### src/rtl/dtrc_pkg.sv
// Shared types and constants for the decimal trie rank counter.
// Used by the controller, the datapath and the top level.
`timescale 1ns / 1ps

package dtrc_pkg;

   localparam int NODE_POOL_DEF  = 4096;
   localparam int KEY_DIGITS_DEF = 20;
   localparam int TOTAL_DIGITS   = 20;
   localparam int RADIX          = 10;
   localparam int DIGIT_W        = 4;
   localparam int POS_W          = 5;
   localparam int SLOT_W         = 4;
   localparam int COUNT_W        = 32;

   typedef enum logic [1:0] {
      ST_OK        = 2'd0,
      ST_BAD_PRIO  = 2'd1,
      ST_POOL_FULL = 2'd2,
      ST_BAD_DIGIT = 2'd3
   } status_type;

   typedef enum logic {
      CMD_INSERT = 1'b0,
      CMD_QUERY  = 1'b1
   } command_type;

   typedef enum logic [3:0] {
      S_IDLE,
      S_CLEAR,
      S_CHECK,
      S_PLAN_RD,
      S_PLAN_WAIT,
      S_PLAN_STEP,
      S_INS_RD,
      S_INS_WAIT,
      S_INS_STEP,
      S_INS_CNT,
      S_Q_RD,
      S_Q_WAIT,
      S_Q_STEP,
      S_Q_CNT,
      S_Q_DESC,
      S_DONE
   } state_type;

   // controller -> datapath
   typedef struct packed {
      logic clear_step;
      logic load;
      logic start_walk;
      logic slot_reset;
      logic rd_child;
      logic plan_step;
      logic ins_step;
      logic cnt_write;
      logic q_add;
      logic slot_next;
      logic descend;
      logic pos_next;
   } cmd_type;

   // datapath -> controller
   typedef struct packed {
      logic        clear_done;
      logic        bad_digit;
      logic        bad_prio;
      logic        is_query;
      logic        last_pos;
      logic        child_zero;
      logic        pool_full;
      logic        slot_is_key;
   } stat_type;

endpackage

### src/rtl/dtrc_ctrl.sv
// Sequencing controller of the trie rank counter.
// Depends on dtrc_pkg for the state, command and status types.
`timescale 1ns / 1ps

module dtrc_ctrl (
   input  logic                 clock,
   input  logic                 reset,
   input  logic                 req_valid,
   output logic                 req_stall,
   output logic                 rsp_valid,
   input  logic                 rsp_stall,
   input  dtrc_pkg::stat_type   stat,
   output dtrc_pkg::cmd_type    cmd
);

   dtrc_pkg::state_type state_ff, state_in;

   always_ff @(posedge clock) begin
      if (reset) begin
         state_ff <= dtrc_pkg::S_CLEAR;
      end else begin
         state_ff <= state_in;
      end
   end

   always_comb begin
      state_in = state_ff;
      case (state_ff)
         dtrc_pkg::S_CLEAR: begin
            if (stat.clear_done) state_in = dtrc_pkg::S_IDLE;
         end
         dtrc_pkg::S_IDLE: begin
            if (req_valid) state_in = dtrc_pkg::S_CHECK;
         end
         dtrc_pkg::S_CHECK: begin
            if (stat.bad_digit || (stat.is_query && stat.bad_prio)) begin
               state_in = dtrc_pkg::S_DONE;
            end else if (stat.is_query) begin
               state_in = dtrc_pkg::S_Q_RD;
            end else begin
               state_in = dtrc_pkg::S_PLAN_RD;
            end
         end
         dtrc_pkg::S_PLAN_RD:   state_in = dtrc_pkg::S_PLAN_WAIT;
         dtrc_pkg::S_PLAN_WAIT: state_in = dtrc_pkg::S_PLAN_STEP;
         dtrc_pkg::S_PLAN_STEP: begin
            if (stat.last_pos) begin
               state_in = stat.pool_full ? dtrc_pkg::S_DONE : dtrc_pkg::S_INS_RD;
            end else begin
               state_in = dtrc_pkg::S_PLAN_RD;
            end
         end
         dtrc_pkg::S_INS_RD:   state_in = dtrc_pkg::S_INS_WAIT;
         dtrc_pkg::S_INS_WAIT: state_in = dtrc_pkg::S_INS_STEP;
         dtrc_pkg::S_INS_STEP: state_in = dtrc_pkg::S_INS_CNT;
         dtrc_pkg::S_INS_CNT: begin
            state_in = stat.last_pos ? dtrc_pkg::S_DONE : dtrc_pkg::S_INS_RD;
         end
         dtrc_pkg::S_Q_RD:   state_in = dtrc_pkg::S_Q_WAIT;
         dtrc_pkg::S_Q_WAIT: state_in = dtrc_pkg::S_Q_STEP;
         dtrc_pkg::S_Q_STEP: begin
            if (stat.slot_is_key) begin
               state_in = dtrc_pkg::S_Q_DESC;
            end else begin
               state_in = dtrc_pkg::S_Q_CNT;
            end
         end
         dtrc_pkg::S_Q_CNT: state_in = dtrc_pkg::S_Q_RD;
         dtrc_pkg::S_Q_DESC: begin
            if (stat.child_zero || stat.last_pos) begin
               state_in = dtrc_pkg::S_DONE;
            end else begin
               state_in = dtrc_pkg::S_Q_RD;
            end
         end
         dtrc_pkg::S_DONE: begin
            if (!rsp_stall) state_in = dtrc_pkg::S_IDLE;
         end
         default: state_in = dtrc_pkg::S_CLEAR;
      endcase
   end

   always_comb begin
      cmd       = '0;
      req_stall = 1'b1;
      rsp_valid = 1'b0;
      case (state_ff)
         dtrc_pkg::S_CLEAR: cmd.clear_step = 1'b1;
         dtrc_pkg::S_IDLE: begin
            req_stall = 1'b0;
            cmd.load  = 1'b1;
         end
         dtrc_pkg::S_CHECK: begin
            cmd.start_walk = 1'b1;
            cmd.slot_reset = 1'b1;
         end
         dtrc_pkg::S_PLAN_RD, dtrc_pkg::S_INS_RD, dtrc_pkg::S_Q_RD: cmd.rd_child = 1'b1;
         // the datapath rewinds the walk itself after the last planning level
         dtrc_pkg::S_PLAN_STEP: cmd.plan_step = 1'b1;
         dtrc_pkg::S_INS_STEP: cmd.ins_step = 1'b1;
         dtrc_pkg::S_INS_CNT: begin
            cmd.cnt_write = 1'b1;
            cmd.pos_next  = 1'b1;
         end
         dtrc_pkg::S_Q_CNT: begin
            cmd.q_add     = 1'b1;
            cmd.slot_next = 1'b1;
         end
         dtrc_pkg::S_Q_DESC: begin
            cmd.descend    = 1'b1;
            cmd.pos_next   = 1'b1;
            cmd.slot_reset = 1'b1;
         end
         dtrc_pkg::S_DONE: rsp_valid = 1'b1;
         default: ;
      endcase
   end

endmodule

### config.mk
export PLATFORM = sky130hd
export DESIGN_NAME = dtrc_ctrl
export DESIGN_NICKNAME = d
export VERILOG_FILES = /design/src/rtl/dtrc_pkg.sv /design/src/rtl/dtrc_ctrl.sv
export SDC_FILE = /design/constraint.sdc
export NUM_CORES = 1
export LEC_CHECK = 0
export ABC_AREA = 0
export BUFFER_PORTS_ARGS = -buffer_cell sky130_fd_sc_hd__buf_2
export CORE_AREA = 4 4 41 43
export DETAILED_ROUTE_END_ITERATION = 8
export DIE_AREA = 0 0 45 47
export PLACE_DENSITY = 0.82
export SLEW_MARGIN = 5
export SYNTH_ARGS = -nofsm -noshare
export SYNTH_HDL_FRONTEND = slang
export SYNTH_SLANG_ARGS = --single-unit
### constraint.sdc
create_clock -name clock -period 1.87 [get_ports clock]
set_input_delay 0 -clock clock [delete_from_list [all_inputs] [get_ports clock]]
set_output_delay 0 -clock clock [all_outputs]
set_load 0.005 [all_outputs]
Word level (Yosys, flattened, before mapping):

Index checks and enable logic that the tools add are counted.

* register bits after elaboration: 4
* input port bits: 12
* output and inout port bits: 14
* word-level logic and storage cells: 51

* eq/ne operators: 18
* mux-type cells: 24
* reductions and logical operators: 8

Operators by type and width (number)
* $pmux 4 s16: 1
* $eq 4x4->1 const B: 8
* $mux 4: 8
* $eq 4x3->1 const B: 4
* $mux 1: 12
* $eq 4x2->1 const B: 2
* $ne 2x2->1 const B: 3
* $eq 4x1->1 const B: 1
* $logic_not 4->1: 1
* $mux 2: 2
* $reduce_or 2->1: 2
* $mux 3: 1
* $reduce_and 3->1: 1
* $reduce_or 3->1: 1
* $logic_or 1x1->1: 2
* $logic_and 1x1->1: 1

Logic depth before layout (Yosys ltp):

* word-level depth: 4
* mapped depth: 6
* depth with buffers taken out: 4

Least setup slack after synthesis:

OpenSTA, ideal clock, no wires.

* kind: reg-to-reg
* start: reg state_ff[0]
* end: reg state_ff[2]
* setup time: 122 ps
* arrival: 990 ps
* data required time: 1748 ps
* path slack: 759 ps
* stages on the path, launching flop included: 6
* buffers on the path: 1
* period minus slack after synthesis: 1111 ps
* path through: dfxtp_1 -> buf_6 -> a211o_1 -> a31o_1 -> o21ai_0 -> a21oi_1

* word-level cells in the longest chain between the ends: 3
* elaborated cells between the ends (all ways): 21
* classes of those cells: 18 x eq/ne; 1 x mux; 2 x reduce/logical

RTL lines
* start, declared: line dtrc_ctrl.sv:16 `dtrc_pkg::state_type state_ff, state_in;`
* start signal, assigned: line dtrc_ctrl.sv:20 `state_ff <= dtrc_pkg::S_CLEAR;`
* start signal, assigned: line dtrc_ctrl.sv:22 `state_ff <= state_in;`
* $eq 4x1->1, or another cell as far along: line dtrc_ctrl.sv:28 `case (state_ff)`
* $ne 2x2->1 (no source line)
* $reduce_and 3->1 (no source line)

Parallel ways exist; a longest one is shown, timed or not.
A chain may end at the register's enable or synchronous reset.

Worst setup path after layout:

* start: reg state_ff[0]
* end: reg state_ff[0]

Same word-level chain as after synthesis.

==> flow_metrics.env <==
export IMPL_syn_inst=75
export IMPL_worstHoldEndpoint="state_ff[0]$_SDFFE_PP1P_"
export IMPL_layout_nets=112
export IMPL_drt_iter0_markers=25
export IMPL_grt_overflow=0
export IMPL_peakVddDrop_mv=0.698
export IMPL_ys_ff_latch=4
export IMPL_fmax_mhz=624
export IMPL_period_share_pct=85.7
export IMPL_min_from="stat[7]"
export IMPL_routed_wl_um=1450
export IMPL_largest_register_ffs=4
export IMPL_num_vias=621
export IMPL_cts_max_level=1
export IMPL_regToRegStartpoint="state_ff[0]$_SDFFE_PP1P_"
export IMPL_drv_cap=0
export IMPL_layout_commonest_cell="buf_2"
export IMPL_finalSetupViolCount=0
export IMPL_drive_gt1_share_pct=39.8
export IMPL_portBuffers=25
export IMPL_antenna_left=0
export IMPL_antenna_found_initial=0
export IMPL_syn_to_final_growth_pct=22.3
export IMPL_grt_pass1_vias=510
export IMPL_period_minus_slack_ns=1.60
export IMPL_start_kind="register"
export IMPL_cts_root_buf="clkbuf_4"
export IMPL_synth_top_area_share_pct=14.6
export IMPL_path_delay_family="flip-flops"
export IMPL_crit_chain="nand2b_4 -> a21oi_1 -> o21ai_0 -> nand3_1"
export IMPL_clock_path_buffers=2
export IMPL_cts_tree="built"
export IMPL_rr_worst_depth=4
export IMPL_synth_area_leaders="dfxtp_1 15%, buf_6 6.2%, nand2b_1 5.7%, o21ai_0 5.5%, buf_4 5.5%"
export IMPL_numCtsBuffers=3
export IMPL_crit_slowest_cell="dfxtp_1"
export IMPL_grt_setup_unrepaired="no"
export IMPL_num_io_pins=26
export IMPL_start_util_pct=42.2
export IMPL_hold_ws_ns=0.108
export IMPL_grt_pass1_wl_um=2170
export IMPL_drtPass1Iterations=4
export IMPL_post_drt_wl_per_cell_um=12.8
export IMPL_worst_hold_path_num_cells=4
export IMPL_clk_pin_slew_ns=0.04
export IMPL_tightest_slew_ns=0.743
export IMPL_antenna_cells=0
export IMPL_slew_headroom_pct=50.4
export IMPL_core_area_um2=1300
export IMPL_crit_path_end_kind="register"
export IMPL_r2r_end="state_ff[0]$_SDFFE_PP1P_"
export IMPL_avgSynthCellArea_um2=7.32
export IMPL_tns_ns=0
export IMPL_syn_area_um2=549
export IMPL_clk_latency_ns=0.24
export IMPL_rows=13
export IMPL_critPathKind="reg -> reg"
export IMPL_fp_dieW_um=45
export IMPL_rrSetupSlack_ns=0.27
export IMPL_critPathMaxFanout=20
export IMPL_path_buf_inv=0
export IMPL_ys_warn_count=0
export IMPL_p_per_area_nw_per_um2=1620
export IMPL_finalNonFillerCells=113
export IMPL_vias_per_cell=5.50
export IMPL_worst_endpoint_arrival_ns=1.72
export IMPL_final_cell_mix="25 x buf_2, 7 x nand2_1, 6 x nor2_1, 6 x o21ai_0"
export IMPL_drc=0
export IMPL_cts_sinks=4
export IMPL_ys_seq_area_share_pct=14.6
export IMPL_max_stage_delay_ns=0.79
export IMPL_drv_slew=0
export IMPL_die_area_um2=2120
export IMPL_status="completed"
export IMPL_skew_ns=0.00951
export IMPL_min_path_type="in -> reg"
export IMPL_nFillCells=141
export IMPL_place_gp_congestion=0.842
export IMPL_place_inst=109
export IMPL_grt_usage_pct=13.8
export IMPL_synth_net_count=87
export IMPL_grt_max_degree=21
export IMPL_hpwl_um=1060
export IMPL_yosys_area_top_type="dfxtp_1"
export IMPL_hold_viol_final=0
export IMPL_utilization_pct=51.6
export IMPL_top_register="state_ff"
export IMPL_reg_top3="state_ff: 4 flops"
export IMPL_p_leak_nw=0.321
export IMPL_yosysUniqueCellTypes=34
export IMPL_worst_ep_required_time_ns=1.99
export IMPL_die_h_um=47
worst max-delay path by stage:
stage | start | endpoint | slack (ns) | cells after the start
floorplan | state_ff[0]$_SDFFE_PP1P_ | state_ff[2]$_SDFFE_PP0P_ | 0.76 | 5
global route | state_ff[0]$_SDFFE_PP1P_ | state_ff[0]$_SDFFE_PP1P_ | 0.15 | 4
detailed placement | state_ff[0]$_SDFFE_PP1P_ | state_ff[0]$_SDFFE_PP1P_ | 0.28 | 4
CTS | state_ff[0]$_SDFFE_PP1P_ | state_ff[0]$_SDFFE_PP1P_ | 0.28 | 4
global placement | state_ff[0]$_SDFFE_PP1P_ | state_ff[0]$_SDFFE_PP1P_ | 0.36 | 4
finish | state_ff[0]$_SDFFE_PP1P_ | state_ff[0]$_SDFFE_PP1P_ | 0.27 | 4
cells in the mapped netlist:
cell type and number:
o22ai_1 3, nor3_1 1, nor3b_1 1, a211o_1 1
nor3_2 1, nor2_1 6, o21ai_0 6, a211oi_1 2
a311oi_1 1, o211a_1 1, a2111oi_2 1, nand4_1 1
a31oi_1 1, buf_6 3, nand2b_1 5, a21o_1 3
o21ai_1 2, nor3b_2 1, a21oi_1 5, nand2_1 7
dfxtp_1 4, nand3_1 2, inv_2 2, buf_2 1
xor2_1 1, o21bai_1 1, buf_4 4, a31o_1 1
nor2_2 1, a21boi_0 1, or3_4 1, and3_1 1
nand2b_4 2, nand3b_1 1
report_power, final:
group / switching [mW] / leakage [nW] / internal (mW)
combinational: 0.311 / 0.275 / 0.350
clock: 0.0404 / 0.0138 / 0.0721
sequential: 0.187 / 0.0331 / 0.129
total: 0.539 / 0.321 / 0.551
timing repair:
item,CTS,global route
buffers inserted,0,0
resized for setup,0,0
hold endpoints to repair,3,0
endpoints found under the setup margin,0,0
hold buffers,1,0
per-layer routing:
layer	routed length [µm]	vias to the layer above	part of all wire, %	track usage, %
met5	0	-	0	0
met2	671	25	46	21.8
met3	121	2	8.3	3.83
met4	19	0	1.3	5.26
li1	-	319	-	-
met1	641	275	44	17.9
logic make-up after synthesis:
kind of cell | Yosys count | synth area share (%)
XOR/XNOR | 1 | 1.59
AO/OA/AOI/OAI | 29 | 35.3
AND/OR/NAND/NOR | 31 | 34.6
buffers and inverters | 10 | 13.9
flip-flops | 4 | 14.6
worst min-delay path, delay by kind of cell:
kind | cells | cell delay, ns
AND/OR/NAND/NOR | 2 | 0.14
AO/OA/AOI/OAI | 1 | 0.08
buffers and inverters | 1 | 0.08
cell type report:
type	instances	area, µm²	area share (%)
Timing Repair Buffer	28	150	22.3
Sequential cell	4	80.1	11.9
Inverter	2	7.51	1.12
Tap cell	15	18.8	2.79
Multi-Input combinational cell	61	393	58.5
Clock buffer	3	22.5	3.35
metrics by stage:
stage	power, mW	area (µm²)	worst slack, ns
global placement	0.957	639	0.356
finish	1.09	672	0.267
global route	1.19	672	0.153
floorplan	0.849	549	0.759
detailed placement	0.967	639	0.285
CTS	1.08	672	0.281
No activity file was read; power rests on OpenSTA's default activity.
